File: src/rtl/spmf_ram.sv
// Generic single-write, single-read RAM with registered read data.
// No dependencies.
module spmf_ram #(
    parameter int WIDTH = 8,
    parameter int DEPTH = 16
) (
    input  logic                     clk,
    input  logic                     we,
    input  logic [$clog2(DEPTH)-1:0] waddr,
    input  logic [WIDTH-1:0]         wdata,
    input  logic [$clog2(DEPTH)-1:0] raddr,
    output logic [WIDTH-1:0]         rdata
);

    logic [WIDTH-1:0] mem [DEPTH];

    always_ff @(posedge clk)
    begin
        if (we)
        begin
            mem[waddr] <= wdata;
        end
        rdata <= mem[raddr];
    end

endmodule

File: config.mk
export PLATFORM = sky130hd
export DESIGN_NAME = spmf_ram
export DESIGN_NICKNAME = d
export VERILOG_FILES = /design/src/rtl/spmf_ram.sv
export SDC_FILE = /design/constraint.sdc
export NUM_CORES = 1
export LEC_CHECK = 0
export BUFFER_PORTS_ARGS = -buffer_cell sky130_fd_sc_hd__buf_2
export CAP_MARGIN = 20
export CORE_MARGIN = 4
export CORE_UTILIZATION = 60
export DETAILED_ROUTE_END_ITERATION = 6
export HOLD_SLACK_MARGIN = 0.15
export PLACE_DENSITY = 0.8
export SETUP_SLACK_MARGIN = 0.05
export SYNTH_ARGS = -nofsm -noshare
export SYNTH_HDL_FRONTEND = slang
export SYNTH_SLANG_ARGS = --single-unit
File: constraint.sdc
create_clock -name clk -period 3.3 [get_ports clk]
set_input_delay 0.495 -clock clk [delete_from_list [all_inputs] [get_ports clk]]
set_output_delay 0.495 -clock clk [all_outputs]
set_load 0.02 [all_outputs]
# Word-level counts from Yosys, hierarchy flattened
# Memories as Yosys holds them, arrays and structs flattened. A register that Yosys moved wholly into a read port is not among the register bits.
# Cells that the tools add are included.
totals:
  ff_bits: 0
  mem_bits_rw: 128
  output_inout_bits: 8
  elab_cells: 3
  n_memories: 1
op_classes:
  mux: 2
memory_table:
  columns: ["name", "words", "word_bits", "read_ports", "rd_ports_with_merged_regs", "wr", "line_no", "source"]
  rows:
  - ["mem", 16, 8, 1, 1, 1, "15", "logic [WIDTH-1:0] mem [DEPTH];"]
op_table:
  columns: ["cell", "count"]
  rows:
  - ["1-bit two-way mux", 2]

# Logic depth before layout (Yosys ltp)
depth:
  word_depth: 2
  depth_mapped: 5
  ltp_nobuf: 3

# Worst setup path after synthesis
# OpenSTA, ideal clock, no wires.
synth_timing:
  kind: "input to register"
  startpoint: "in waddr[2]"
  endpoint: "mem mem[0][0] (enable)"
  arrival_time_ns: 1.605
  required_time_ns: 2.917
  path_slack_ns: 1.312
  path_stages: 2
  path_buffers: 0
  cell_sequence: "or3b_2 nor3_1"
synth_lines:
  columns: ["item", "line_no", "source"]
  rows:
  - ["start: declaration", "9", "input logic [$clog2(DEPTH)-1:0] waddr,"]
  - ["end: declaration", "15", null]
# Straight into the memory's write port.

==> key figures <==
STA
  – Final setup slack of the worst path: 1.47 ns
  – Fin crit share: 55.5%
  – Setup violations, final: 0
  – Upper clock frequency limit: 546 MHz
  – Hold WS: 0.355 ns
  – Normalized max-slew margin: 37.5%
  – Number of endpoints with negative hold slack in the final report: 0
  – Final Skew: 0.00794 ns
  – Min Clock Period, post-route: 1.83 ns
  – RSZ-0062 raised after global routing: no
  – Worst slew pin tran: 0.933 ns
  – Final TNS setup: 0 ns
  – Total count of max-transition violations in the final report: 0

Drt
  – DR vias: 2,431
  – Detailed router's first-iteration violation count: 222
  – Antenna violation net count after detailed routing: 0
  – Post-Route WL: 9720 um
  – Number of iterations in the first detailed-routing pass: 4
  – Number of vias per cell: 6.28
  – # DRC: 0
  – Drt wl/cell: 25.1 um

Worst setup path
  – Setup CP Type: in -> reg
  – Arrival time at the worst endpoint: 2.24 ns
  – Worst r2r path cells: 3
  – Critical path origin: raddr[0]
  – Endpoint of the worst setup timing path: rdata[5]$_DFF_P_
  – Crit Path Max Fanout: 24
  – Critical path cell sequence: buf_2, buf_4, mux4_1, a22oi_1, nand2_1
  – Worst Path Required: 3.71 ns
  – Flop2flop setup slack: 1.87 ns
  – Capturing point of the worst reg2reg path: rdata[6]$_DFF_P_
  – Worst flop-to-flop path startpoint: mem[8][6]$_DFFE_PP_
  – Kind of capture point of the worst setup path: flop
  – Highest-delay cell along the critical path: sky130_fd_sc_hd__mux4_1
  – Slowest stage delay, CP: 0.60 ns
  – Crit start category: input pin

Placed design
  – Dpl ws: 0.911 ns
  – Placement Cell Area: 5360 sq um
  – Cell count after placement: 355
  – Final estimated routing congestion in global placement: 0.752
  – Port Buffer Count: 25
  – DP Wirelength: 5560 um

Synth
  – Avg Inst Size Synth: 22.5 sq um
  – Netlist cell types: 19
  – Post-synthesis cell area: 5150 sq um
  – Sequential area share after synthesis: 77.8%
  – Flip-flop and latch count after synthesis: 136
  – Post-synth EDFFs: 128
  – Count of yosys warnings during synthesis: 0
  – Dominant cell by count in the synthesized netlist: sky130_fd_sc_hd__edfxtp_1
  – Synth cell count leaders: 128 x sky130_fd_sc_hd__edfxtp_1, 18 x sky130_fd_sc_hd__mux4_2, 16 x sky130_fd_sc_hd__a22oi_1
  – Net count after synthesis: 247
  – Most area-consuming cells after synthesis: sky130_fd_sc_hd__edfxtp_1 75%, sky130_fd_sc_hd__mux4_2 7.9%, sky130_fd_sc_hd__mux4_1 7.1%
  – Synth async-reset ratio: 0%
  – Share of the synthesized area in the top cell type: 74.7%
  – Leading area contributor after synthesis: sky130_fd_sc_hd__edfxtp_1
  – Post-Synthesis Cells: 229
  – Top flip-flop cell by instance count after synthesis: sky130_fd_sc_hd__edfxtp_1

Clock tree
  – Post-CTS Hold Buffers: 0
  – CTS Root Buffer Type: sky130_fd_sc_hd__clkbuf_8
  – CTS H-tree depth: 4
  – Count of buffers added by post-CTS timing repair for setup: 0
  – Post-CTS Resized: 0
  – Insertion delay to the later sink of the worst-skew pair: 0.52 ns
  – Sinks on Clock Net: 136
  – Num CTS Buffers: 17
  – Clock tree buffer depth: 2
  – Clk slew on worst S/H paths: 0.06 ns
  – TritonCTS clock tree: yes

Final layout
  – Fillcell total: 453
  – Fraction of final layout cells sized beyond drive strength 1: 28.7%
  – Number of standard cells in the final layout excluding fillers: 387
  – Post-route standard cell area excluding fillers: 5960 sq um
  – Fin util: 71.8%
  – Number of nets in the layout: 287
  – Synthesis-to-layout area growth: 15.8%
  – Ant. Diodes: 0

Job
  – Number of max-cap violations: 0

Min path
  – Worst hold path class: in -> reg
  – HP Start: wdata[7]

Floorplanning
  – Initial cell density of the core: 62.0%
  – I/O pin total: 26
  – Die area: 10,100 sq um
  – Placeable core region: 8300 sq um
  – Vertical extent of the die: 101 um
  – # rows: 33
  – Die Span X: 101 um

Pwr
  – Design Power: 4.00 mW
  – Maximum ir drop on the vdd rail: 0.456 mV
  – Leakage component of the power: 2.01 nW
  – Power Density: 672 nW/um^2

Outcome
  – Status: completed

Global route
  – Initial antenna violation count: 0
  – Maximum number of pins on one net before global-route repair: 33
  – Vias in the first global route: 2,549
  – GRT Residual Overflow: 0
  – Total track usage: 21.6%
  – Wire length of the first global-routing pass: 15,200 um
==> per-layer routing <==
layer  track usage (%)  vias up  wire length [um]
met5                 0        -                 0
met1              29.5     1257              4020
met2              32.6      110              4860
met3              6.92       13               693
li1                  -     1051                 -
met4              9.22        0               153
==> cell type report <==
type | instances | area [sq um] | share of cell area (%)
Sequential cell | 136 | 4000 | 67.2
Multi-Input combinational cell | 83 | 1060 | 17.7
Clock buffer | 20 | 445 | 7.48
Timing Repair Buffer | 31 | 170 | 2.86
Clock inverter | 12 | 150 | 2.52
Tap cell | 105 | 131 | 2.20
==> cells in the final DEF, fill, tap and decap left out, drive strengths merged <==
| cell type | synthesis | final |
|---|---|---|
| a22oi | 16 | 16 |
| and2 | 1 | 1 |
| and2b | 1 | 1 |
| buf | 7 | 31 |
| bufinv | 0 | 3 |
| clkbuf | 0 | 20 |
| clkinv | 0 | 6 |
| clkinvlp | 0 | 3 |
| dfxtp | 8 | 8 |
| edfxtp | 128 | 128 |
| mux4 | 32 | 32 |
| nand2 | 9 | 9 |
| nand2b | 2 | 2 |
| nand3 | 1 | 1 |
| nand3b | 2 | 2 |
| nor2 | 13 | 13 |
| nor2b | 1 | 1 |
| nor3 | 4 | 4 |
| or3b | 1 | 1 |
==> worst max-delay path: cells and delay by family <==
family                 cells  cell delay (ns)
AND/OR/NAND/NOR            1             0.06
multiplexers               1             0.60
buffers and inverters      2             0.87
AO/OA/AOI/OAI              1             0.20
==> kinds of logic after synthesis <==
logic type             after synthesis  share of synthesized area [%]
muxes                               32                           15.0
and+or+nand+nor                     35                           3.18
AOI/OAI and AO/OA                   16                           2.33
DFF                                136                           77.8
buffers and inverters               10                           1.68
==> sequential cells by signal, indices dropped and copies added (netlist names) <==
name / cells
mem: 128
rdata: 8
==> how the worst min path moves through the flow <==
stage	endpoint	depth (start not counted)
global placement	rdata[3]$_DFF_P_	3
floorplan	mem[0][0]$_DFFE_PP_	0
finish	mem[10][7]$_DFFE_PP_	1
CTS	mem[10][7]$_DFFE_PP_	1
detailed placement	rdata[0]$_DFF_P_	3
global route	mem[10][7]$_DFFE_PP_	1
==> report_power, final <==
part	internal, mW	leakage (nW)	switching, mW
clock	1.19	0.287	0.692
combinational	0.0713	0.501	0.109
sequential	1.93	1.22	0.0122
total	3.19	2.01	0.813
No activity file was read; power rests on OpenSTA's default activity.
