$ cat src/rtl/spmf_pkg.sv
// Shared constants for the support point mask filter: table sizes, widths,
// opcodes and status codes. Used by every module in rtl/ except spmf_ram.
package spmf_pkg;

    localparam int MAX_LAYERS   = 64;
    localparam int MAX_POLYGONS = 256;
    localparam int MAX_VERTICES = 4096;
    localparam int COORD_BITS   = 32;

    localparam int OBJ_W   = 8;
    localparam int OP_W    = 3;
    localparam int STAT_W  = 2;

    localparam int LAYER_AW = $clog2(MAX_LAYERS);
    localparam int LAYER_CW = $clog2(MAX_LAYERS + 1);
    localparam int POLY_AW  = $clog2(MAX_POLYGONS);
    localparam int POLY_CW  = $clog2(MAX_POLYGONS + 1);
    localparam int VERT_AW  = $clog2(MAX_VERTICES);
    localparam int VERT_CW  = $clog2(MAX_VERTICES + 1);

    localparam int DIFF_W = COORD_BITS + 1;
    localparam int PROD_W = 2 * DIFF_W;

    // Layer entry: object id, height, index of its first polygon.
    localparam int LAYER_W = OBJ_W + COORD_BITS + POLY_CW;
    // Polygon entry: kind, index of its first vertex.
    localparam int POLY_W  = 1 + VERT_CW;
    // Vertex entry: x, y.
    localparam int VERT_W  = 2 * COORD_BITS;

    localparam logic [OP_W-1:0] OP_CLEAR   = 3'd0;
    localparam logic [OP_W-1:0] OP_LAYER   = 3'd1;
    localparam logic [OP_W-1:0] OP_POLYGON = 3'd2;
    localparam logic [OP_W-1:0] OP_VERTEX  = 3'd3;
    localparam logic [OP_W-1:0] OP_QUERY   = 3'd4;

    localparam logic [STAT_W-1:0] ST_OK     = 2'd0;
    localparam logic [STAT_W-1:0] ST_FULL   = 2'd1;
    localparam logic [STAT_W-1:0] ST_NOOPEN = 2'd2;

    typedef logic signed [COORD_BITS-1:0] coord_t;

endpackage

$ cat src/rtl/spmf_cross.sv
// Edge crossing test for even-odd ray casting, done exactly with one shared
// signed multiplier used twice and a final compare. Depends on spmf_pkg.
module spmf_cross (
    input  logic            clk,
    input  logic            rst_n,
    input  logic            start,
    input  spmf_pkg::coord_t ax,
    input  spmf_pkg::coord_t ay,
    input  spmf_pkg::coord_t bx,
    input  spmf_pkg::coord_t by,
    input  spmf_pkg::coord_t px,
    input  spmf_pkg::coord_t py,
    output logic            done,
    output logic            toggle
);

    localparam logic [1:0] S_IDLE = 2'd0;
    localparam logic [1:0] S_MUL1 = 2'd1;
    localparam logic [1:0] S_MUL2 = 2'd2;
    localparam logic [1:0] S_CMP  = 2'd3;

    logic [1:0] step_reg, step_next;
    logic signed [spmf_pkg::DIFF_W-1:0] dx1_reg, dy_reg, dx2_reg, dy2_reg;
    logic signed [spmf_pkg::PROD_W-1:0] p1_reg, p2_reg, prod;
    logic signed [spmf_pkg::DIFF_W-1:0] mul_a, mul_b;
    logic straddle_reg, dypos_reg;

    always_comb
    begin
        mul_a = (step_reg == S_MUL1) ? dx1_reg : dx2_reg;
        mul_b = (step_reg == S_MUL1) ? dy_reg : dy2_reg;
        prod  = mul_a * mul_b;
    end

    always_comb
    begin
        case (step_reg)
            S_IDLE:  step_next = start ? S_MUL1 : S_IDLE;
            S_MUL1:  step_next = S_MUL2;
            S_MUL2:  step_next = S_CMP;
            S_CMP:   step_next = S_IDLE;
            default: step_next = S_IDLE;
        endcase
    end

    always_ff @(posedge clk or negedge rst_n)
    begin
        if (!rst_n)
        begin
            step_reg <= S_IDLE;
        end
        else
        begin
            step_reg <= step_next;
        end
    end

    always_ff @(posedge clk)
    begin
        if (step_reg == S_IDLE && start)
        begin
            dx1_reg      <= spmf_pkg::DIFF_W'(px) - spmf_pkg::DIFF_W'(ax);
            dy_reg       <= spmf_pkg::DIFF_W'(by) - spmf_pkg::DIFF_W'(ay);
            dx2_reg      <= spmf_pkg::DIFF_W'(bx) - spmf_pkg::DIFF_W'(ax);
            dy2_reg      <= spmf_pkg::DIFF_W'(py) - spmf_pkg::DIFF_W'(ay);
            straddle_reg <= (ay > py) != (by > py);
            dypos_reg    <= by > ay;
        end
        if (step_reg == S_MUL1)
        begin
            p1_reg <= prod;
        end
        if (step_reg == S_MUL2)
        begin
            p2_reg <= prod;
        end
    end

    // The sense of the compare flips when the edge runs downward.
    assign done   = (step_reg == S_CMP);
    assign toggle = straddle_reg && (dypos_reg ? (p1_reg < p2_reg) : (p1_reg > p2_reg));

endmodule

$ cat config.mk
export PLATFORM = sky130hd
export DESIGN_NAME = spmf_cross
export DESIGN_NICKNAME = d
export VERILOG_FILES = /design/src/rtl/spmf_pkg.sv /design/src/rtl/spmf_cross.sv
export SDC_FILE = /design/constraint.sdc
export NUM_CORES = 2
export LEC_CHECK = 0
export BUFFER_PORTS_ARGS = -buffer_cell sky130_fd_sc_hd__buf_2
export CAP_MARGIN = 10
export CORE_MARGIN = 2
export CORE_UTILIZATION = 50
export CTS_CLUSTER_SIZE = 14
export DETAILED_ROUTE_END_ITERATION = 8
export PLACE_DENSITY = 0.67
export SETUP_SLACK_MARGIN = 0.2
export SYNTH_ARGS = -nofsm -noshare
export SYNTH_HDL_FRONTEND = slang
export SYNTH_SLANG_ARGS = --single-unit
$ cat constraint.sdc
create_clock -name clk -period 12.4 [get_ports clk]
set_input_delay 3.72 -clock clk [delete_from_list [all_inputs] [get_ports clk]]
set_output_delay 3.72 -clock clk [all_outputs]
set_load 0.05 [all_outputs]
# After elaboration in Yosys (flattened, before gate mapping)
# Cells that the tools add are included.
# word_totals
word_cells	31
in_bits	195
out_inout_bits	2
regBits	268
# op_classes
n_addsub	4
n_mul	1
n_eq_ne	4
muxes	5
order_cmp	5
reduce_logical	3
# ops
op	n
$sub A32 B32 Y33	4
$gt A32 B32 Y1	3
$gt A66 B66 Y1	1
$lt A66 B66 Y1	1
$mul A33 B33 Y66	1
$mux W33	2
$pmux W2 S4	1
$eq A2 B2 Y1 const B	2
$eq A2 B1 Y1 const B	1
$logic_and A1 B1 Y1	2
$logic_not A2 Y1	1
$mux W1	2
$ne A1 B1 Y1	1

# Depth between registers and ports, before layout
# logic_depth
word_depth	3
depth_mapped	34
depth_no_buf	30

# Worst setup path before layout
# Ideal clock, no wire load.
# synth_timing
kind	reg2reg
from	register step_reg[1]
to	register p1_reg[64] (netlist bit), data pin
stages_incl_launch_ff	29
arrival_ns	10.486
required_ns	12.132
synth_period_minus_slack_ns	10.754
slack_ns	1.646
setup_time_ns	0.268
n_path_buf	5
cell_sequence	dfrtp_1 inv_1 ha_1 clkbuf_1 clkbuf_1 buf_1 mux2i_1 clkbuf_1 nor2_1 fa_1 inv_1 fa_1 fa_1 inv_1 fa_1 fa_1 fa_1 fa_1 fa_1 ha_1 clkbuf_1 a21o_1 a211o_1 a31oi_1 o41a_1 o31a_1 o21ai_1 a221oi_1 xnor2_1
# synth_via
elab_chain_len	3
word_cells_on_any_way	4
classes_between	mul: 1; eq/ne: 1; mux: 2
# synth_lines
item	line_no	rtl
start, declared	spmf_cross.sv:22	logic [1:0] step_reg, step_next;
start signal, assigned	spmf_cross.sv:54	step_reg <= step_next;
$eq A2 B1 Y1 (*)	spmf_cross.sv:30, spmf_cross.sv:31	
$mux W33, on equally long branches	spmf_cross.sv:30, spmf_cross.sv:31	
$mul A33 B33 Y66 (*)	spmf_cross.sv:32	prod = mul_a * mul_b;
named net prod (one bit)	spmf_cross.sv:24	logic signed [spmf_pkg::PROD_W-1:0] p1_reg, p2_reg, prod;
end signal, assigned	spmf_cross.sv:71	p1_reg <= prod;
end, declared	spmf_cross.sv:24	
# Mark *: on every way through the listed nets, which the timed path passes. The rest lies on a longest branch.
# A chain may end at the register's enable or synchronous reset.

# Worst setup path after layout
# Ends and elaborated chain as after synthesis.

==> qor.txt <==
Nets@finish: 7727
Gpl congestion: 1.001
Endpoints failing setup: 0
Initial antenna violation count: 9
Async SR Flop Fraction: 0.7463%
Status: completed
Routed WL: 166300 um
Worst Skew: 0.06802 ns
Height of the chip: 336.9 um
Detailed Place HPWL: 134200 um
Clock transition at the registers of the reported paths: 0.06 ns
CP dominant cell by count: fa_1
EDFF count, synth: 266
CP peak stage delay: 0.98 ns
Clk sinks: 268
Critical path capture point type: register
Rows: 122
Area delta synth->final: 7.208%
Cell count of the worst hold path: 2
Vias per inst: 5.562
Final worst path period need: 10.58 ns
RR Endpoint: p1_reg[64]
Number of detailed-route iterations in the first pass: 9
Final Hold Fails: 0
Cts hold-fix bufs: 0
CTS HTree Levels: 1
Worst-Margin Slew: 1.234 ns
Slew HR: 15.99%
Synth Flop Type: edfxtp_1
Post-CTS sizing: 0
Total GRT Usage: 30.23%
DRC viols: 0
Largest area contributor in the netlist: fa_1
Post-synth cell types: 73
Initial Utilization: 50.22%
Io pins: 197
Register-to-Register Path Depth: 30
Die W: 336.9 um
Crit-path max FO: 43
Vias in the first global route: 43930
RSZ-0062 raised after global routing: no
Largest net degree at the start of global routing: 82
Slowest-stage cell, CP: mux2i_4
First-pass GRT wire length: 255900 um
Max-slew violation count: 0
Yosys top cell area share: 41.50%
Full die area: 0.1135 mm^2
Hold Path End: step_reg[1]
Share of post-route cells with drive strength above 1: 7.372%
CP arrival: 10.91 ns
#FFs+latches synth: 268
Total Negative Setup Slacks: 0 ns
Max Buffers Root-to-Sink: 3
Post-DP Area: 0.05845 mm^2
Vias: 41420
Port Buffer Count: 196
Worst skew pair latency: 0.65 ns
Worst path required time: 12.73 ns
Core ar.: 0.1104 mm^2
Post-CTS setup buffers: 0
Syn_nets: 7611
Nature of the critical path startpoint: register
F_max: 94.54 MHz
Worst hold path startpoint: step_reg[1]
Hold Crit Class: reg2reg
Final period utilization: 85.31%
Max_cap viols: 0
R2r setup slk: 1.82 ns
Post-route ant nets: 0
Iteration-0 DRC Markers: 3450
Synth top area cells: fa_1 (42%), edfxtp_1 (14%), ha_1 (10%)
CTS tree: done
Gr ovfl total: 0
Setup CP Type: reg2reg
CTS root buf: clkbuf_16
Synth Warn #: 0
Post-Syn Area per Cell: 9.528 um^2
Netlist Area Pre-Place: 0.05542 mm^2
Post-synthesis sequential area ratio: 14.50%
FF-to-FF Start: step_reg[1]
Cells after Synth: 5817
WL/cell: 22.33 um
CTS Buf Count: 28
Design Area, Final: 0.05942 mm^2
-- cells by family (layout without fill, tap and decap cells) --
kind of cell | Yosys count | after routing | share of synthesized area (%)
mux | 132 | 132 | 2.533
flops | 268 | 268 | 14.50
fa+ha+maj | 1599 | 1599 | 51.66
compound gates | 595 | 595 | 6.856
other cells | 0 | 3 | 0
xor+xnor | 170 | 170 | 2.686
buf+inv | 1501 | 1639 | 10.18
simple gates | 1552 | 1552 | 11.58
-- area by class of cell --
cell class,instances,area [um^2]
antenna,3,7.507
clock buffer,32,725.7
clock inverter,20,234.0
fill,9858,50950
inverter,1318,4947
multi-input combinational,4048,42050
sequential,268,8038
tap,1488,1862
timing repair buffer,269,1554
-- per-layer routing --
| layer | global-route usage [%] | part of all wire [%] |
|---|---|---|
| met5 | 0 | 0.035 |
| met4 | 15.61 | 6.4 |
| met3 | 7.431 | 10 |
| met2 | 47.94 | 45 |
| met1 | 38.56 | 39 |
-- how the worst max path moves through the flow --
stage / start / end / slack [ns] / cells past startpoint
2_1_floorplan: step_reg[1] / p1_reg[64] / 1.65 / 28
3_3_place_gp: step_reg[1] / p1_reg[64] / 2.10 / 31
3_5_place_dp: step_reg[1] / p1_reg[64] / 1.97 / 29
4_1_cts: step_reg[1] / p1_reg[64] / 1.97 / 30
5_1_grt: step_reg[1] / p1_reg[64] / 1.46 / 29
6_report: step_reg[1] / p1_reg[64] / 1.82 / 30
-- layout by cell type (no fill, tap or decap), types with 7 or more instances in the layout --
master / Yosys / layout
inv_1: 1318 / 1318
fa_1: 1149 / 1149
nor2_1: 693 / 693
nand2_1: 613 / 613
ha_1: 450 / 448
edfxtp_1: 266 / 266
buf_2: 6 / 196
a21oi_1: 193 / 193
xnor2_1: 125 / 125
o21ai_0: 104 / 104
a21o_1: 93 / 93
buf_4: 0 / 71
mux2_2: 66 / 66
xor2_1: 45 / 45
nand4_1: 44 / 44
nand3_1: 38 / 38
o21a_1: 33 / 33
nor3_1: 33 / 33
mux2i_1: 66 / 31
o21bai_1: 31 / 31
nor2b_1: 29 / 29
clkbuf_16: 0 / 28
nand2b_1: 24 / 24
mux2i_2: 0 / 19
a211oi_1: 18 / 18
and3_1: 17 / 17
a31oi_1: 17 / 17
mux2i_4: 0 / 16
o211ai_1: 14 / 14
or3_1: 11 / 11
a21boi_0: 10 / 10
o31ai_1: 10 / 10
and2_1: 9 / 8
clkinv_2: 0 / 8
or2_2: 7 / 7
nor4_1: 8 / 7
o21ai_1: 7 / 7
-- through the flow --
step	setup WS (ns)	hold slack (ns)	util [%]	cells
floorplan	1.646	0.6091	-	5817
global placement	2.097	0.7135	52.96	7391
detailed placement	1.972	0.7572	52.96	7391
CTS	1.967	0.7716	53.83	7443
global route	1.461	0.7923	53.84	7445
finish	1.822	0.7735	53.84	7446
-- critical path, delay by kind of cell, from the launching register on --
| family | cells | cell delay, ns |
|---|---|---|
| AO/OA/AOI/OAI | 8 | 2.38 |
| flip-flops | 1 | 0.42 |
| AND/OR/NAND/NOR | 2 | 0.37 |
| multiplexers | 1 | 0.98 |
| buffers and inverters | 8 | 0.74 |
| adder cells (fa/ha/maj) | 10 | 5.17 |
| XOR/XNOR | 1 | 0.13 |
-- cells in the mapped netlist, drive strengths merged, types with 33 or more instances --
cell type,number
inv,1318
fa,1149
nor2,693
nand2,613
ha,450
edfxtp,266
a21oi,193
clkbuf,152
xnor2,125
o21ai,111
a21o,93
mux2,66
mux2i,66
nand4,45
xor2,45
nand3,38
nor3,33
o21a,33
Power is not shown: default switching activity piles up to over one toggle a cycle in this logic, so the estimate is an artifact.
